<file path="src/hw/rtl/axis_angle_vector_rotation_macros.svh">
// Assertion macros shared by the axis-angle vector rotation RTL.
`ifndef AXIS_ANGLE_VECTOR_ROTATION_MACROS_SVH
`define AXIS_ANGLE_VECTOR_ROTATION_MACROS_SVH

// Checks that the consequent holds in the same cycle as the antecedent.
`define AAVR_ASSERT_SAME(lbl, ante, cons, msg) \
  lbl: assert property (@(posedge clk) disable iff (!rst_n) (ante) |-> (cons)) \
    else $error(msg);

// Checks that the consequent holds in the cycle after the antecedent.
`define AAVR_ASSERT_NEXT(lbl, ante, cons, msg) \
  lbl: assert property (@(posedge clk) disable iff (!rst_n) (ante) |=> (cons)) \
    else $error(msg);

`endif

</file>
<file path="src/hw/rtl/aavr_pkg.sv">
// Shared constants, types and the arctangent table function for the rotation block.
`timescale 1ns / 1ps
package aavr_pkg;

  localparam int DATA_WIDTH  = 32;
  localparam int ANGLE_WIDTH = 32;
  localparam int TRIG_STEPS  = 24;

  localparam int FRAC    = 30;
  localparam int MAG_W   = 30;
  localparam int SHIFT_W = $clog2(DATA_WIDTH);
  localparam int WIDE_W  = DATA_WIDTH + MAG_W;
  localparam int RES_W   = ANGLE_WIDTH - 1;
  localparam int CORD_W  = 34;

  localparam int QUEUE_DEPTH = 4;
  localparam int QPTR_W      = $clog2(QUEUE_DEPTH);
  localparam int QCNT_W      = $clog2(QUEUE_DEPTH + 1);

  localparam logic [63:0] PI_Q60 = 64'h3243F6A8885A308D;
  localparam logic signed [31:0] PI_Q29 = 32'sh6487ED51;
  localparam logic [CORD_W-1:0] PI4_Q30 = CORD_W'((PI_Q60 + (64'd1 << 31)) >> 32);
  localparam logic [CORD_W-1:0] GAIN_Q30 = CORD_W'(32'h26DD3B6A);

  typedef struct packed {
    logic [2:0][DATA_WIDTH-1:0] vec;
    logic [2:0][MAG_W-1:0]      mag;
    logic [2:0]                 neg;
    logic                       zero;
    logic [1:0]                 quad;
    logic [RES_W-1:0]           res;
  } front_word_t;

  typedef struct packed {
    logic room;
    logic nempty;
  } qstat_t;

  // Arctangent of 2^-i in Q30, summed as an alternating series in Q62.
  function automatic logic [CORD_W-1:0] atan_q30(input int unsigned i);
    logic [63:0] acc;
    logic [63:0] num;
    logic [63:0] rem;
    logic [63:0] quo;
    logic [63:0] den;
    int unsigned d;
    acc = 64'd0;
    if (i == 0) begin
      return PI4_Q30;
    end
    for (int k = 0; k < 32; k++) begin
      d = 2 * k + 1;
      if (i * d <= 62) begin
        num = 64'd1 << (62 - i * d);
        den = 64'(d);
        rem = 64'd0;
        quo = 64'd0;
        for (int b = 63; b >= 0; b--) begin
          rem = {rem[62:0], num[b]};
          if (rem >= den) begin
            rem = rem - den;
            quo[b] = 1'b1;
          end
        end
        if (k % 2 == 1) begin
          acc = acc - quo;
        end else begin
          acc = acc + quo;
        end
      end
    end
    return CORD_W'((acc + (64'd1 << 31)) >> 32);
  endfunction

endpackage

</file>
<file path="src/hw/rtl/aavr_queue.sv">
// Four-word queue that decouples the front end from the arithmetic back end.
`timescale 1ns / 1ps
module aavr_queue (
  input  logic                  clk,
  input  logic                  rst_n,
  input  logic                  push,
  input  aavr_pkg::front_word_t push_word,
  input  logic                  pop,
  output aavr_pkg::front_word_t head_word,
  output aavr_pkg::qstat_t      q_stat
);

  localparam int PW = aavr_pkg::QPTR_W;
  localparam int CW = aavr_pkg::QCNT_W;

  aavr_pkg::front_word_t mem_r [aavr_pkg::QUEUE_DEPTH];
  logic [PW-1:0] wptr_r, wptr_nxt, rptr_r, rptr_nxt;
  logic [CW-1:0] cnt_r, cnt_nxt;

  assign head_word     = mem_r[rptr_r];
  assign q_stat.room   = (cnt_r != CW'(aavr_pkg::QUEUE_DEPTH));
  assign q_stat.nempty = (cnt_r != '0);

  always_comb begin
    wptr_nxt = push ? wptr_r + PW'(1) : wptr_r;
    rptr_nxt = pop ? rptr_r + PW'(1) : rptr_r;
    cnt_nxt  = cnt_r + CW'(push) - CW'(pop);
  end

  always_ff @(posedge clk) begin
    if (!rst_n) begin
      wptr_r <= '0;
      rptr_r <= '0;
      cnt_r  <= '0;
    end else begin
      wptr_r <= wptr_nxt;
      rptr_r <= rptr_nxt;
      cnt_r  <= cnt_nxt;
    end
  end

  always_ff @(posedge clk) begin
    if (push) begin
      mem_r[wptr_r] <= push_word;
    end
  end

endmodule

</file>
<file path="config.mk">
export PLATFORM = sky130hd
export DESIGN_NAME = aavr_queue
export DESIGN_NICKNAME = d
export VERILOG_FILES = /design/src/hw/rtl/axis_angle_vector_rotation_macros.svh /design/src/hw/rtl/aavr_pkg.sv /design/src/hw/rtl/aavr_queue.sv
export SDC_FILE = /design/constraint.sdc
export NUM_CORES = 1
export LEC_CHECK = 0
export BUFFER_PORTS_ARGS = -buffer_cell sky130_fd_sc_hd__buf_4
export CAP_MARGIN = 20
export CORE_MARGIN = 5
export CORE_UTILIZATION = 45
export CTS_CLUSTER_DIAMETER = 80
export DETAILED_ROUTE_END_ITERATION = 16
export PLACE_DENSITY = 0.67
export SLEW_MARGIN = 20
export SYNTH_ARGS = -nofsm -noshare
export SYNTH_HDL_FRONTEND = slang
export SYNTH_SLANG_ARGS = --single-unit
</file>
<file path="constraint.sdc">
create_clock -name clk -period 6.5 [get_ports clk]
set_clock_uncertainty 0.1 [all_clocks]
set_input_delay 0.325 -clock clk [delete_from_list [all_inputs] [get_ports clk]]
set_output_delay 0.325 -clock clk [all_outputs]
set_load 0.01 [all_outputs]
</file>
After elaboration in Yosys (flattened, before gate mapping) --
Memories as Yosys holds them, arrays and structs flattened. A register that Yosys moved wholly into a read port is not among the register bits. Index checks and enable logic that the tools add are counted.
Operators by class: $add $sub $neg 4, multiply operators 0, div/mod/pow operators 0, order comparisons 0, equality and inequality tests 1, shifts and indexed selects 0, mux-type cells 4, bitwise logic cells 0, reduce and logical (&&, ||, !) cells 1
Operators by type and width (number):
- $add 2x1->2 const B | 2
- $mux 2 | 2
- $add 3x1->3 | 1
- $ne 3x3->1 const B | 1
- $reduce_bool 3->1 | 1
- $sub 3x1->3 | 1
- $mux 1 | 2
Word-level totals: bits in registers 7, latch bits 0, bits in writable memories 892, ROM bits 0, input port bits 227, output and inout port bits 225, word-level logic and storage cells 14, memories 1
Memories:
- mem_r | depth 4, width 223, rd ports 1, clocked after Yosys merged registers in 1, write ports 1, RTL line aavr_queue.sv:16 | aavr_pkg::front_word_t mem_r [aavr_pkg::QUEUE_DEPTH];

Depth between registers and ports, before layout --
word-level depth 3, mapped depth 8

Least setup slack after synthesis --
OpenSTA, ideal clock, no wires.
path kind register -> register, start point reg wptr_r[0], end point mem mem_r[0][0] (netlist bit) (enable), setup time 0.611 ns, arrival 5.606 ns, required time 5.789 ns, slack 0.183 ns, cell stages (with the launch flop) 4, path buffers 0, clock period less this slack 6.317 ns, cells stage by stage dfxtp_1 > inv_1 > ha_1 > and2_1
RTL lines:
- start: declaration | RTL line aavr_queue.sv:17 | logic [PW-1:0] wptr_r, wptr_nxt, rptr_r, rptr_nxt;
- start signal: assignment | RTL line aavr_queue.sv:36 | wptr_r <= wptr_nxt;
- end: declaration | RTL line aavr_queue.sv:16
No word-level cell before the write port.

==> flow_summary.yaml <==
power_and_ir_drop:
  clock_power_share_pct: 38.2
  switchingPower_mw: 2.91
  power.leakage_nw: 14.4
  ir_drop_v: 0.000277
  intPower_mw: 10.4
  powerDensity_nw_per_um2: 314
  p_comb_share_pct: 10.9
  swShare_pct: 21.9
  p_seq_share_pct: 50.9
  total_power_mw: 13.3
routing:
  drt_wl_total_um: 67900
  drt_iter0_drc: 909
  first_pass_iters: 4
  avgRoutedWirePerCell_um: 22.8
  vias: 15400
  ant_nets: 0
  drc: 0
  via_per_inst: 5.18
worst_setup_path:
  crit_fanout: 101
  crit_required_ns: 6.07
  arrival_ns: 3.09
  reg2reg_depth: 3
  cp-start-kind: "flip-flop"
  end_kind: "primary output"
  crit_type: "reg -> out"
grt:
  grt_remaining_overflow: 0
  antenna_found_initial: 10
  grt_first_pass_wirelength_um: 103000
  grt_start_max_net_pins: 145
  grt_util_all_layers_pct: 17.1
  grt_pass1_vias: 16800
cells_and_area:
  fin_nets: 2178
  final_common_cell: "edfxtp_1"
  final_cell_mix: "edfxtp_1 (892), buf_4 (458), dlygate4sd3_1 (227)"
  num-fill-cells: 5094
  area_delta_synth_final_pct: 29.6
  final_layout_size_suffix_gt1_share_pct: 39.7
sta:
  fmax_ghz: 0.285
  worst_slew_pin_slew_ns: 1.20
  tns_ns: 0
  period_minus_slack_ns: 3.51
  rsz0062_at_grt: "no"
  whs_ns: 0.341
  maxSlewHeadroom_pct: 20.3
  hold_viol: 0
  post-route-period-util_pct: 54.0
  report.final.slew_viol_count: 0
  setup_violations: 0
clocking:
  clkSinkCount: 901
  insertion_delay_ns: 0.61
  cts_made_buffers: 92
  clkTransAtPathRegs_ns: 0.06
  htreeDepth: 3
  post_cts_resized: 0
  cts_tree: "yes"
  cts_root_buf: "clkbuf_16"
  cts_buffer_depth: 3
synth:
  ys_seq_area_share_pct: 82.4
  ys_top_cells_by_area: "edfxtp_1 (82%), mux4_2 (14%), mux4_1 (1.9%), buf_6 (0.62%), dfxtp_1 (0.55%)"
  synth_top_area_cell: "edfxtp_1"
  yosysWarnings: 0
  synth_nets: 1442
  netlist.area_leader.share_pct: 81.9
  synth_seq_cells: 901
  synth_cell_types: 21
  synth_area_um2: 32700
  syn_inst: 1208
  syn_avg_cell_area_um2: 27.1
place:
  port-buffer-count: 451
  gp_congestion: 0.729
  dp_hpwl_um: 39100
die:
  fp.coreArea_um2: 71700
  fp.dieW_um: 280
  die-area_um2: 78200
  io_pins: 452
  row_count: 98
  initial_core_util_pct: 45.6
  dieHeight_um: 280
run_status:
  status: "completed"
run:
  drv_cap: 0
hold_path:
  hold_depth: 2
  min_path_type: "in -> reg"
==> metal layers <==
layer	up-vias	share of wire (%)	wire, µm	GRT usage (%)
met1	8064	39	26800	22.3
met5	-	0.081	55	0
li1	6774	-	-	-
met3	93	8.3	5620	5.61
met4	8	2.1	1400	4.69
met2	481	50	34000	28.1
==> path summary, 6_finish.rpt <==
kind	startpoint	end	slack, ns
worst max-delay path	flip-flop	head_word[113]	2.99
worst max register to register	wptr_r[0]	mem_r[3][103]	3.80
worst min register to register	rptr_r[1]	flip-flop	0.42
worst min-delay path	push_word[83]	mem_r[2][83]	0.34
==> state kept, by name, summed over array words and instances, names as in the netlist, named ones only <==
| name | cells |
|---|---|
| rptr_r | 2 |
| wptr_r | 2 |
| cnt_r | 3 |
| mem_r | 892 |
==> power groups by stage <==
stage / combinational (mW) / clock, mW / sequential [mW]
global route: 1.56 / 5.50 / 6.78
finish: 1.45 / 5.08 / 6.76
floorplan: 0.704 / 0 / 6.90
CTS: 1.49 / 5.22 / 6.77
global placement: 1.35 / 0 / 6.87
detailed placement: 1.36 / 0 / 6.89
==> cells in the mapped netlist <==
cell      number
nor2_1         7
dfxtp_1        9
xnor2_1        2
ha_1           6
nand3b_1       1
buf_8          2
edfxtp_1     892
a21bo_2        1
or3_1          1
inv_1          6
and2_1         5
xnor3_1        1
clkbuf_1       6
buf_2         24
fa_1           1
buf_6         18
mux4_2       199
a21oi_1        1
mux2i_1        1
mux4_1        24
nand2_1        1
==> metrics by stage <==
| step | cells | utilization, % | setup slack [ns] | instance area [µm²] |
|---|---|---|---|---|
| after detailed placement | 2572 | 51.7 | 3.57 | 37100 |
| after global routing | 2975 | 59.1 | 2.74 | 42400 |
| after floorplan | 1208 | - | 0.183 | 32700 |
| after CTS | 2970 | 59.0 | 2.90 | 42300 |
| final | 2978 | 59.1 | 2.99 | 42400 |
| after global placement | 2572 | 51.7 | 3.56 | 37100 |
==> critical path, cell delays in order, from the launching register on <==
cell and delay [ns]:
dfxtp_4 0.77, buf_12 0.57, mux4_1 0.66, buf_4 0.16
==> kinds of logic after synthesis <==
group	synth area share, %
simple gates	0.230
mux	15.7
buf+inv	1.22
compound gates	0.0459
xor+xnor	0.122
fa+ha+maj	0.291
flops	82.4
==> layout make-up <==
class,count,area (µm²),share of cell area (%)
timing repair buffer,692,5850,13.8
clock inverter,57,526,1.24
multi-input combinational,251,5360,12.6
clock buffer,114,2450,5.78
inverter,6,22.5,0.0531
sequential,901,27000,63.6
antenna,7,17.5,0.0413
tap,950,1190,2.80
==> repair_timing <==
item,in CTS,in global routing
setup buffers,0,0
hold buffers,227,0
hold endpoints to repair,901,0
No activity file was read; power rests on OpenSTA's default activity.
