<file path="src/hw/rtl/axis_angle_vector_rotation_macros.svh">
// Assertion macros shared by the axis-angle vector rotation RTL.
`ifndef AXIS_ANGLE_VECTOR_ROTATION_MACROS_SVH
`define AXIS_ANGLE_VECTOR_ROTATION_MACROS_SVH

// Checks that the consequent holds in the same cycle as the antecedent.
`define AAVR_ASSERT_SAME(lbl, ante, cons, msg) \
  lbl: assert property (@(posedge clk) disable iff (!rst_n) (ante) |-> (cons)) \
    else $error(msg);

// Checks that the consequent holds in the cycle after the antecedent.
`define AAVR_ASSERT_NEXT(lbl, ante, cons, msg) \
  lbl: assert property (@(posedge clk) disable iff (!rst_n) (ante) |=> (cons)) \
    else $error(msg);

`endif

</file>
<file path="src/hw/rtl/aavr_pkg.sv">
// Shared constants, types and the arctangent table function for the rotation block.
`timescale 1ns / 1ps
package aavr_pkg;

  localparam int DATA_WIDTH  = 32;
  localparam int ANGLE_WIDTH = 32;
  localparam int TRIG_STEPS  = 24;

  localparam int FRAC    = 30;
  localparam int MAG_W   = 30;
  localparam int SHIFT_W = $clog2(DATA_WIDTH);
  localparam int WIDE_W  = DATA_WIDTH + MAG_W;
  localparam int RES_W   = ANGLE_WIDTH - 1;
  localparam int CORD_W  = 34;

  localparam int QUEUE_DEPTH = 4;
  localparam int QPTR_W      = $clog2(QUEUE_DEPTH);
  localparam int QCNT_W      = $clog2(QUEUE_DEPTH + 1);

  localparam logic [63:0] PI_Q60 = 64'h3243F6A8885A308D;
  localparam logic signed [31:0] PI_Q29 = 32'sh6487ED51;
  localparam logic [CORD_W-1:0] PI4_Q30 = CORD_W'((PI_Q60 + (64'd1 << 31)) >> 32);
  localparam logic [CORD_W-1:0] GAIN_Q30 = CORD_W'(32'h26DD3B6A);

  typedef struct packed {
    logic [2:0][DATA_WIDTH-1:0] vec;
    logic [2:0][MAG_W-1:0]      mag;
    logic [2:0]                 neg;
    logic                       zero;
    logic [1:0]                 quad;
    logic [RES_W-1:0]           res;
  } front_word_t;

  typedef struct packed {
    logic room;
    logic nempty;
  } qstat_t;

  // Arctangent of 2^-i in Q30, summed as an alternating series in Q62.
  function automatic logic [CORD_W-1:0] atan_q30(input int unsigned i);
    logic [63:0] acc;
    logic [63:0] num;
    logic [63:0] rem;
    logic [63:0] quo;
    logic [63:0] den;
    int unsigned d;
    acc = 64'd0;
    if (i == 0) begin
      return PI4_Q30;
    end
    for (int k = 0; k < 32; k++) begin
      d = 2 * k + 1;
      if (i * d <= 62) begin
        num = 64'd1 << (62 - i * d);
        den = 64'(d);
        rem = 64'd0;
        quo = 64'd0;
        for (int b = 63; b >= 0; b--) begin
          rem = {rem[62:0], num[b]};
          if (rem >= den) begin
            rem = rem - den;
            quo[b] = 1'b1;
          end
        end
        if (k % 2 == 1) begin
          acc = acc - quo;
        end else begin
          acc = acc + quo;
        end
      end
    end
    return CORD_W'((acc + (64'd1 << 31)) >> 32);
  endfunction

endpackage

</file>
<file path="src/hw/rtl/aavr_front.sv">
// Front end: takes input words, finds a zero axis, normalizes the axis and folds the angle.
`timescale 1ns / 1ps
module aavr_front (
  input  logic                                 clk,
  input  logic                                 rst_n,
  input  logic                                 in_push,
  output logic                                 in_full,
  input  logic signed [aavr_pkg::DATA_WIDTH-1:0] in_vec_x,
  input  logic signed [aavr_pkg::DATA_WIDTH-1:0] in_vec_y,
  input  logic signed [aavr_pkg::DATA_WIDTH-1:0] in_vec_z,
  input  logic signed [aavr_pkg::DATA_WIDTH-1:0] in_axis_x,
  input  logic signed [aavr_pkg::DATA_WIDTH-1:0] in_axis_y,
  input  logic signed [aavr_pkg::DATA_WIDTH-1:0] in_axis_z,
  input  logic [aavr_pkg::ANGLE_WIDTH-1:0]     in_turn_angle,
  input  aavr_pkg::qstat_t                     q_stat,
  output logic                                 q_push,
  output aavr_pkg::front_word_t                q_word
);

  localparam int DW = aavr_pkg::DATA_WIDTH;
  localparam int AW = aavr_pkg::ANGLE_WIDTH;

  aavr_pkg::front_word_t f_word_r, f_word_nxt;
  logic f_valid_r, f_valid_nxt;
  logic accept;

  logic [2:0][DW-1:0] axis_in;
  logic [2:0][DW-1:0] mag_abs;
  logic [DW-1:0] mx;
  logic [aavr_pkg::SHIFT_W-1:0] msb;
  logic [aavr_pkg::WIDE_W-1:0] wide;
  logic [AW-1:0] turn;

  assign axis_in = {in_axis_z, in_axis_y, in_axis_x};
  assign in_full = f_valid_r && !q_stat.room;
  assign q_push  = f_valid_r && q_stat.room;
  assign accept  = in_push && !in_full;
  assign q_word  = f_word_r;

  always_comb begin
    mx = '0;
    msb = '0;
    f_word_nxt.vec = {in_vec_z, in_vec_y, in_vec_x};
    for (int j = 0; j < 3; j++) begin
      f_word_nxt.neg[j] = axis_in[j][DW-1];
      mag_abs[j] = axis_in[j][DW-1] ? (~axis_in[j] + DW'(1)) : axis_in[j];
      if (mag_abs[j] > mx) begin
        mx = mag_abs[j];
      end
    end
    for (int b = 0; b < DW; b++) begin
      if (mx[b]) begin
        msb = aavr_pkg::SHIFT_W'(b);
      end
    end
    for (int j = 0; j < 3; j++) begin
      if (int'(msb) >= aavr_pkg::MAG_W - 1) begin
        wide = aavr_pkg::WIDE_W'(mag_abs[j]) >> (int'(msb) - (aavr_pkg::MAG_W - 1));
      end else begin
        wide = aavr_pkg::WIDE_W'(mag_abs[j]) << ((aavr_pkg::MAG_W - 1) - int'(msb));
      end
      f_word_nxt.mag[j] = wide[aavr_pkg::MAG_W-1:0];
    end
    f_word_nxt.zero = (mx == '0);
    turn = in_turn_angle + AW'(1 << (AW - 3));
    f_word_nxt.quad = turn[AW-1:AW-2];
    f_word_nxt.res = aavr_pkg::RES_W'(turn[AW-3:0]) - aavr_pkg::RES_W'(1 << (AW - 3));
  end

  always_comb begin
    f_valid_nxt = f_valid_r;
    if (accept) begin
      f_valid_nxt = 1'b1;
    end else if (q_push) begin
      f_valid_nxt = 1'b0;
    end
  end

  always_ff @(posedge clk) begin
    if (!rst_n) begin
      f_valid_r <= 1'b0;
    end else begin
      f_valid_r <= f_valid_nxt;
    end
  end

  always_ff @(posedge clk) begin
    if (accept) begin
      f_word_r <= f_word_nxt;
    end
  end

endmodule

</file>
<file path="config.mk">
export PLATFORM = sky130hd
export DESIGN_NAME = aavr_front
export DESIGN_NICKNAME = d
export VERILOG_FILES = /design/src/hw/rtl/axis_angle_vector_rotation_macros.svh /design/src/hw/rtl/aavr_pkg.sv /design/src/hw/rtl/aavr_front.sv
export SDC_FILE = /design/constraint.sdc
export NUM_CORES = 1
export LEC_CHECK = 0
export BUFFER_PORTS_ARGS = -buffer_cell sky130_fd_sc_hd__buf_4
export CAP_MARGIN = 5
export CELL_PAD_IN_SITES_DETAIL_PLACEMENT = 0
export CELL_PAD_IN_SITES_GLOBAL_PLACEMENT = 2
export CORE_MARGIN = 3
export CORE_UTILIZATION = 30
export DETAILED_ROUTE_END_ITERATION = 6
export PLACE_DENSITY = 0.82
export SETUP_SLACK_MARGIN = 0.05
export SLEW_MARGIN = 5
export SYNTH_ARGS = -nofsm -noshare
export SYNTH_HDL_FRONTEND = slang
export SYNTH_SLANG_ARGS = --single-unit
</file>
<file path="constraint.sdc">
create_clock -name clk -period 29.1 [get_ports clk]
set_input_delay 5.82 -clock clk [delete_from_list [all_inputs] [get_ports clk]]
set_output_delay 5.82 -clock clk [all_outputs]
set_load 0.02 [all_outputs]
</file>
; Word level (Yosys, flattened, before mapping)
; Index checks and enable logic that the tools add are counted.
[classes]
reduce_logical = 7
bitwise = 3
add_sub_neg = 7
muxes = 42
n_shift = 6
n_lt_le_gt_ge = 4
[ops]
columns = operator, n
row1 = $mux 32, 6
row2 = $mux 5, 30
row3 = $add 32x1->32 const B, 3
row4 = $not 32->32, 3
row5 = $shl 32x32->30, 3
row6 = $shr 32x32->30, 3
row7 = $mux 30, 3
row8 = $gt 32x32->1, 2
row9 = $add 32x30->32 const B, 1
row10 = $gt 32x1->1 const B, 1
row11 = $logic_not 32->1, 1
row12 = $sub 30x30->31 const B, 1
row13 = $sub 5x5->6 const A, 1
row14 = $sub 5x5->6 const B, 1
row15 = $ge 5x5->1 const B, 1
row16 = $logic_and 1x1->1, 3
row17 = $mux 1, 3
row18 = $logic_not 1->1, 2
row19 = $reduce_bool 2->1, 1
[totals]
ff_bits = 224
output_inout_bits = 225
input_bits = 229

; Depth between registers and ports, before layout
[depth]
word_depth = 43
depth_mapped = 48

; Worst setup path before layout
; No wires, ideal clock.
[synth_timing]
path_type = input port to flip-flop
startpoint = input port q_stat[1] (netlist name)
endpoint = register f_word_r (netlist bit q_word[0]) (enable)
t_arrival_ps = 15641
setup_ps = 830
path_slack_ps = 12629
stages = 2
path_buffers = 0
cell_sequence = nor2b_1 -> nor2b_1
[synth_between]
elab_chain_cells = 4
[synth_rtl]
columns = element, line
row1 = from (decl), aavr_front.sv:15  ; input aavr_pkg::qstat_t q_stat,
row2 = $logic_not 1->1, aavr_front.sv:35  ; assign in_full = f_valid_r && !q_stat.room;
row3 = $logic_and 1x1->1, aavr_front.sv:35
row4 = $logic_not 1->1, aavr_front.sv:37  ; assign accept = in_push && !in_full;
row5 = $logic_and 1x1->1, aavr_front.sv:37
row6 = via accept, aavr_front.sv:25  ; logic accept;
row7 = to (signal assigned), aavr_front.sv:89  ; f_word_r <= f_word_nxt;
row8 = to (decl), aavr_front.sv:23  ; aavr_pkg::front_word_t f_word_r, f_word_nxt;
; The timed path passes the listed nets, and every way through them passes these cells.
; A chain may end at the register's enable or synchronous reset.

==> key figures <==
Placed design
  • Input/output buffers: 452
  • Placed Cells: 3657
  • Place WS: 10.51 ns
  • Gpl congestion: 0.983
  • Post-DP HPWL: 82400 um
  • Post-DP Area: 25700 um^2

Global route
  • Met2 usage in global routing: 44.9%
  • Vias in the first global route: 21739
  • First-pass GRT wire length: 152000 um
  • Grt ovf: 0
  • Overall Global Routing Usage: 27.4%
  • Met3 GRT Util: 4.60%
  • Met1 usage: 35.2%
  • Initial antenna violation count: 0
  • Most Crowded Layer GR: met2
  • Pin count of the biggest net entering global routing: 99

Logic synthesis
  • Syn_area_per_cell: 8.96 um^2
  • Yosys warnings: 0
  • Library cells used by synthesis: 109
  • Commonest cells in the netlist: edfxtp_1 (222), nand2_1 (214), mux2i_1 (180)
  • Mapped cell area: 21200 um^2
  • Post-synth EDFFs: 222
  • Top FF cell, synth: edfxtp_1
  • Syn nets: 2671
  • Post-synth top area cell: edfxtp_1
  • Synth top area cells: edfxtp_1 (31%), mux2i_1 (8.5%), ha_1 (4.3%), nand2_1 (3.8%), o21ai_0 (3.4%)
  • Register area share after synthesis: 31.5%
  • Ys async rst share: 0%
  • Synthesized flop and latch total: 223
  • Count leader, synth: edfxtp_1
  • Synth Instances: 2369
  • Post-synth top area share: 31.4%

Cells and area
  • Fill cells: 7040
  • Area of the multi-input gates: 13500 um^2
  • Final Cell Area: 26400 um^2
  • Final #Nets: 3054
  • Final core utilization: 38.2%
  • Sequential Area: 6690 um^2
  • Non-Filler Instances: 3702
  • Layout cell share with drive strength beyond 1: 25.5%
  • Area grow syn2layout: 24.5%

Worst setup path
  • Slowest CP cell: nor4_1
  • Worst path most repeated cell: buf_4
  • Critical Path Max Stage Delay: 0.81 ns
  • Arr. time, crit path: 18.89 ns
  • Worst-path fanout max: 98
  • Req. time, crit path: 29.31 ns
  • Worst setup SP type: input port
  • Critical Path End Type: flop
  • Critical setup path kind: input port to flop

Pwr
  • Pwr/cell area: 124 nW/um^2
  • Design Power: 3.29 mW
  • Leak Pwr: 10.4 nW
  • Max VDD drop: 0.000100 V

STA
  • Final period util: 64.2%
  • Peak Freq: 53.5 MHz
  • Final Hold Fails: 0
  • Slew @ Worst Pin: 1.23 ns
  • Max_slew headroom: 17.4%
  • Final TNS setup: 0 ns
  • Worst setup margin: 10.41 ns
  • RSZ-0062 raised after global routing: false
  • Final Max Tran Viols: 0
  • Fin Clk Skew: 0.0121 ns
  • Final setup viols: 0
  • Minimum clock period: 18.69 ns
  • Worst hold slack: 0.687 ns

CTS
  • Clock buffer depth: 3
  • Post-CTS Resized: 0
  • Worst-path clk slew: 0.06 ns
  • Hold Buf Count CTS: 0
  • Num CTS Buffers: 24
  • Worst-skew pair later-pin latency: 0.54 ns
  • Post-CTS Setup Bufs: 0
  • H-tree lvl count: 1
  • Root buf cell: clkbuf_16
  • CTS tree: yes
  • CTS Sinks: 223

Routing
  • Vias: 22785
  • 1st-pass router iterations: 6
  • Drt wl/cell: 28.9 um
  • Starting DRT DRC Count: 2425
  • Antenna viol nets, final: 0
  • DR vias/cell: 6.15
  • DRC violations left: 0
  • Drt total wl: 107000 um

Floorplanning
  • Die Width: 272 um
  • # IOs: 454
  • Core Rows: 96
  • Initial Utilization: 30.6%
  • Die height: 272 um
  • Die ar.: 74000 um^2
  • Core area: 69300 um^2

Outcome
  • Status: complete, no violations

Run
  • Max_cap viols: 0

Worst hold path
  • Hold Crit Class: flop to flop
## critical path, delay by kind of cell
kind                       cells  cell delay, ns
buffers and inverters          6            2.29
adders and majority gates      3            1.15
and+or+nand+nor               10            4.20
AOI/OAI and AO/OA             13            4.81
xor gates and xnor gates       1            0.37
## state kept, by name, indices dropped and copies added (netlist names)
signal,count
f_valid_r,1
q_word,222
## cell usage in the layout, fill, tap and decap left out, types with 21 or more instances in the layout
cell         n
a21o_1      21
edfxtp_1   222
clkbuf_16   24
mux2i_1    180
o41ai_1     27
a31oi_1     24
o21ai_0    144
nand4_1     27
a211oi_1    29
mux2_2      57
buf_4      539
nor3_1      57
a22oi_1     56
xnor2_1     63
nor4_1      24
nor2_1     174
nand2_1    214
a221oi_1    28
xor2_1      25
o211ai_1    46
ha_1        72
nand2b_1    24
a21oi_1    106
nand3_1     39
inv_1       49
o22ai_1     42
o21ai_1     21
or3_1       29
o31ai_1     37
## power breakdown
group	total [mW]	switching, mW	internal, mW
registers	0.511	0.0225	0.488
clock network	0.301	0.129	0.171
logic	2.48	1.68	0.791
## final timing paths
| path | start | endpoint | slack (ns) | depth (start not counted) |
|---|---|---|---|---|
| worst max-delay path | in_axis_x[0] | q_word[72] | 10.41 | 33 |
| worst min-delay path | f_valid_r | f_valid_r | 0.69 | 2 |
| worst max register to register | f_valid_r | q_word[193] | 26.49 | 3 |
| worst min register to register | f_valid_r | f_valid_r | 0.69 | 2 |
## metal layers
layer | vias to the layer above | wire (um)
li1 | 10062 | -
met1 | 11061 | 43000
met2 | 1396 | 49100
met3 | 266 | 9520
met4 | 0 | 5580
met5 | - | 0
## cells by family (layout without fill, tap and decap cells)
family / count (synthesis) / count (layout) / synth area share (%)
simple gates: 704 / 704 / 16.2
xor+xnor: 93 / 93 / 3.91
flops: 223 / 223 / 31.5
buf+inv: 243 / 644 / 5.20
mux: 250 / 250 / 12.6
compound gates: 783 / 783 / 26.3
other cells: 0 / 1 / 0
fa+ha+maj: 73 / 73 / 4.30
## cell type report
cell class	count	share of cell area, %
timing repair buffer	539	15.3
inverter	61	0.894
sequential	223	25.3
multi-input combinational	1903	51.2
tap	931	4.40
antenna	1	0.00946
clock buffer	26	2.30
clock inverter	18	0.648
(Power assumes the default switching activity.)
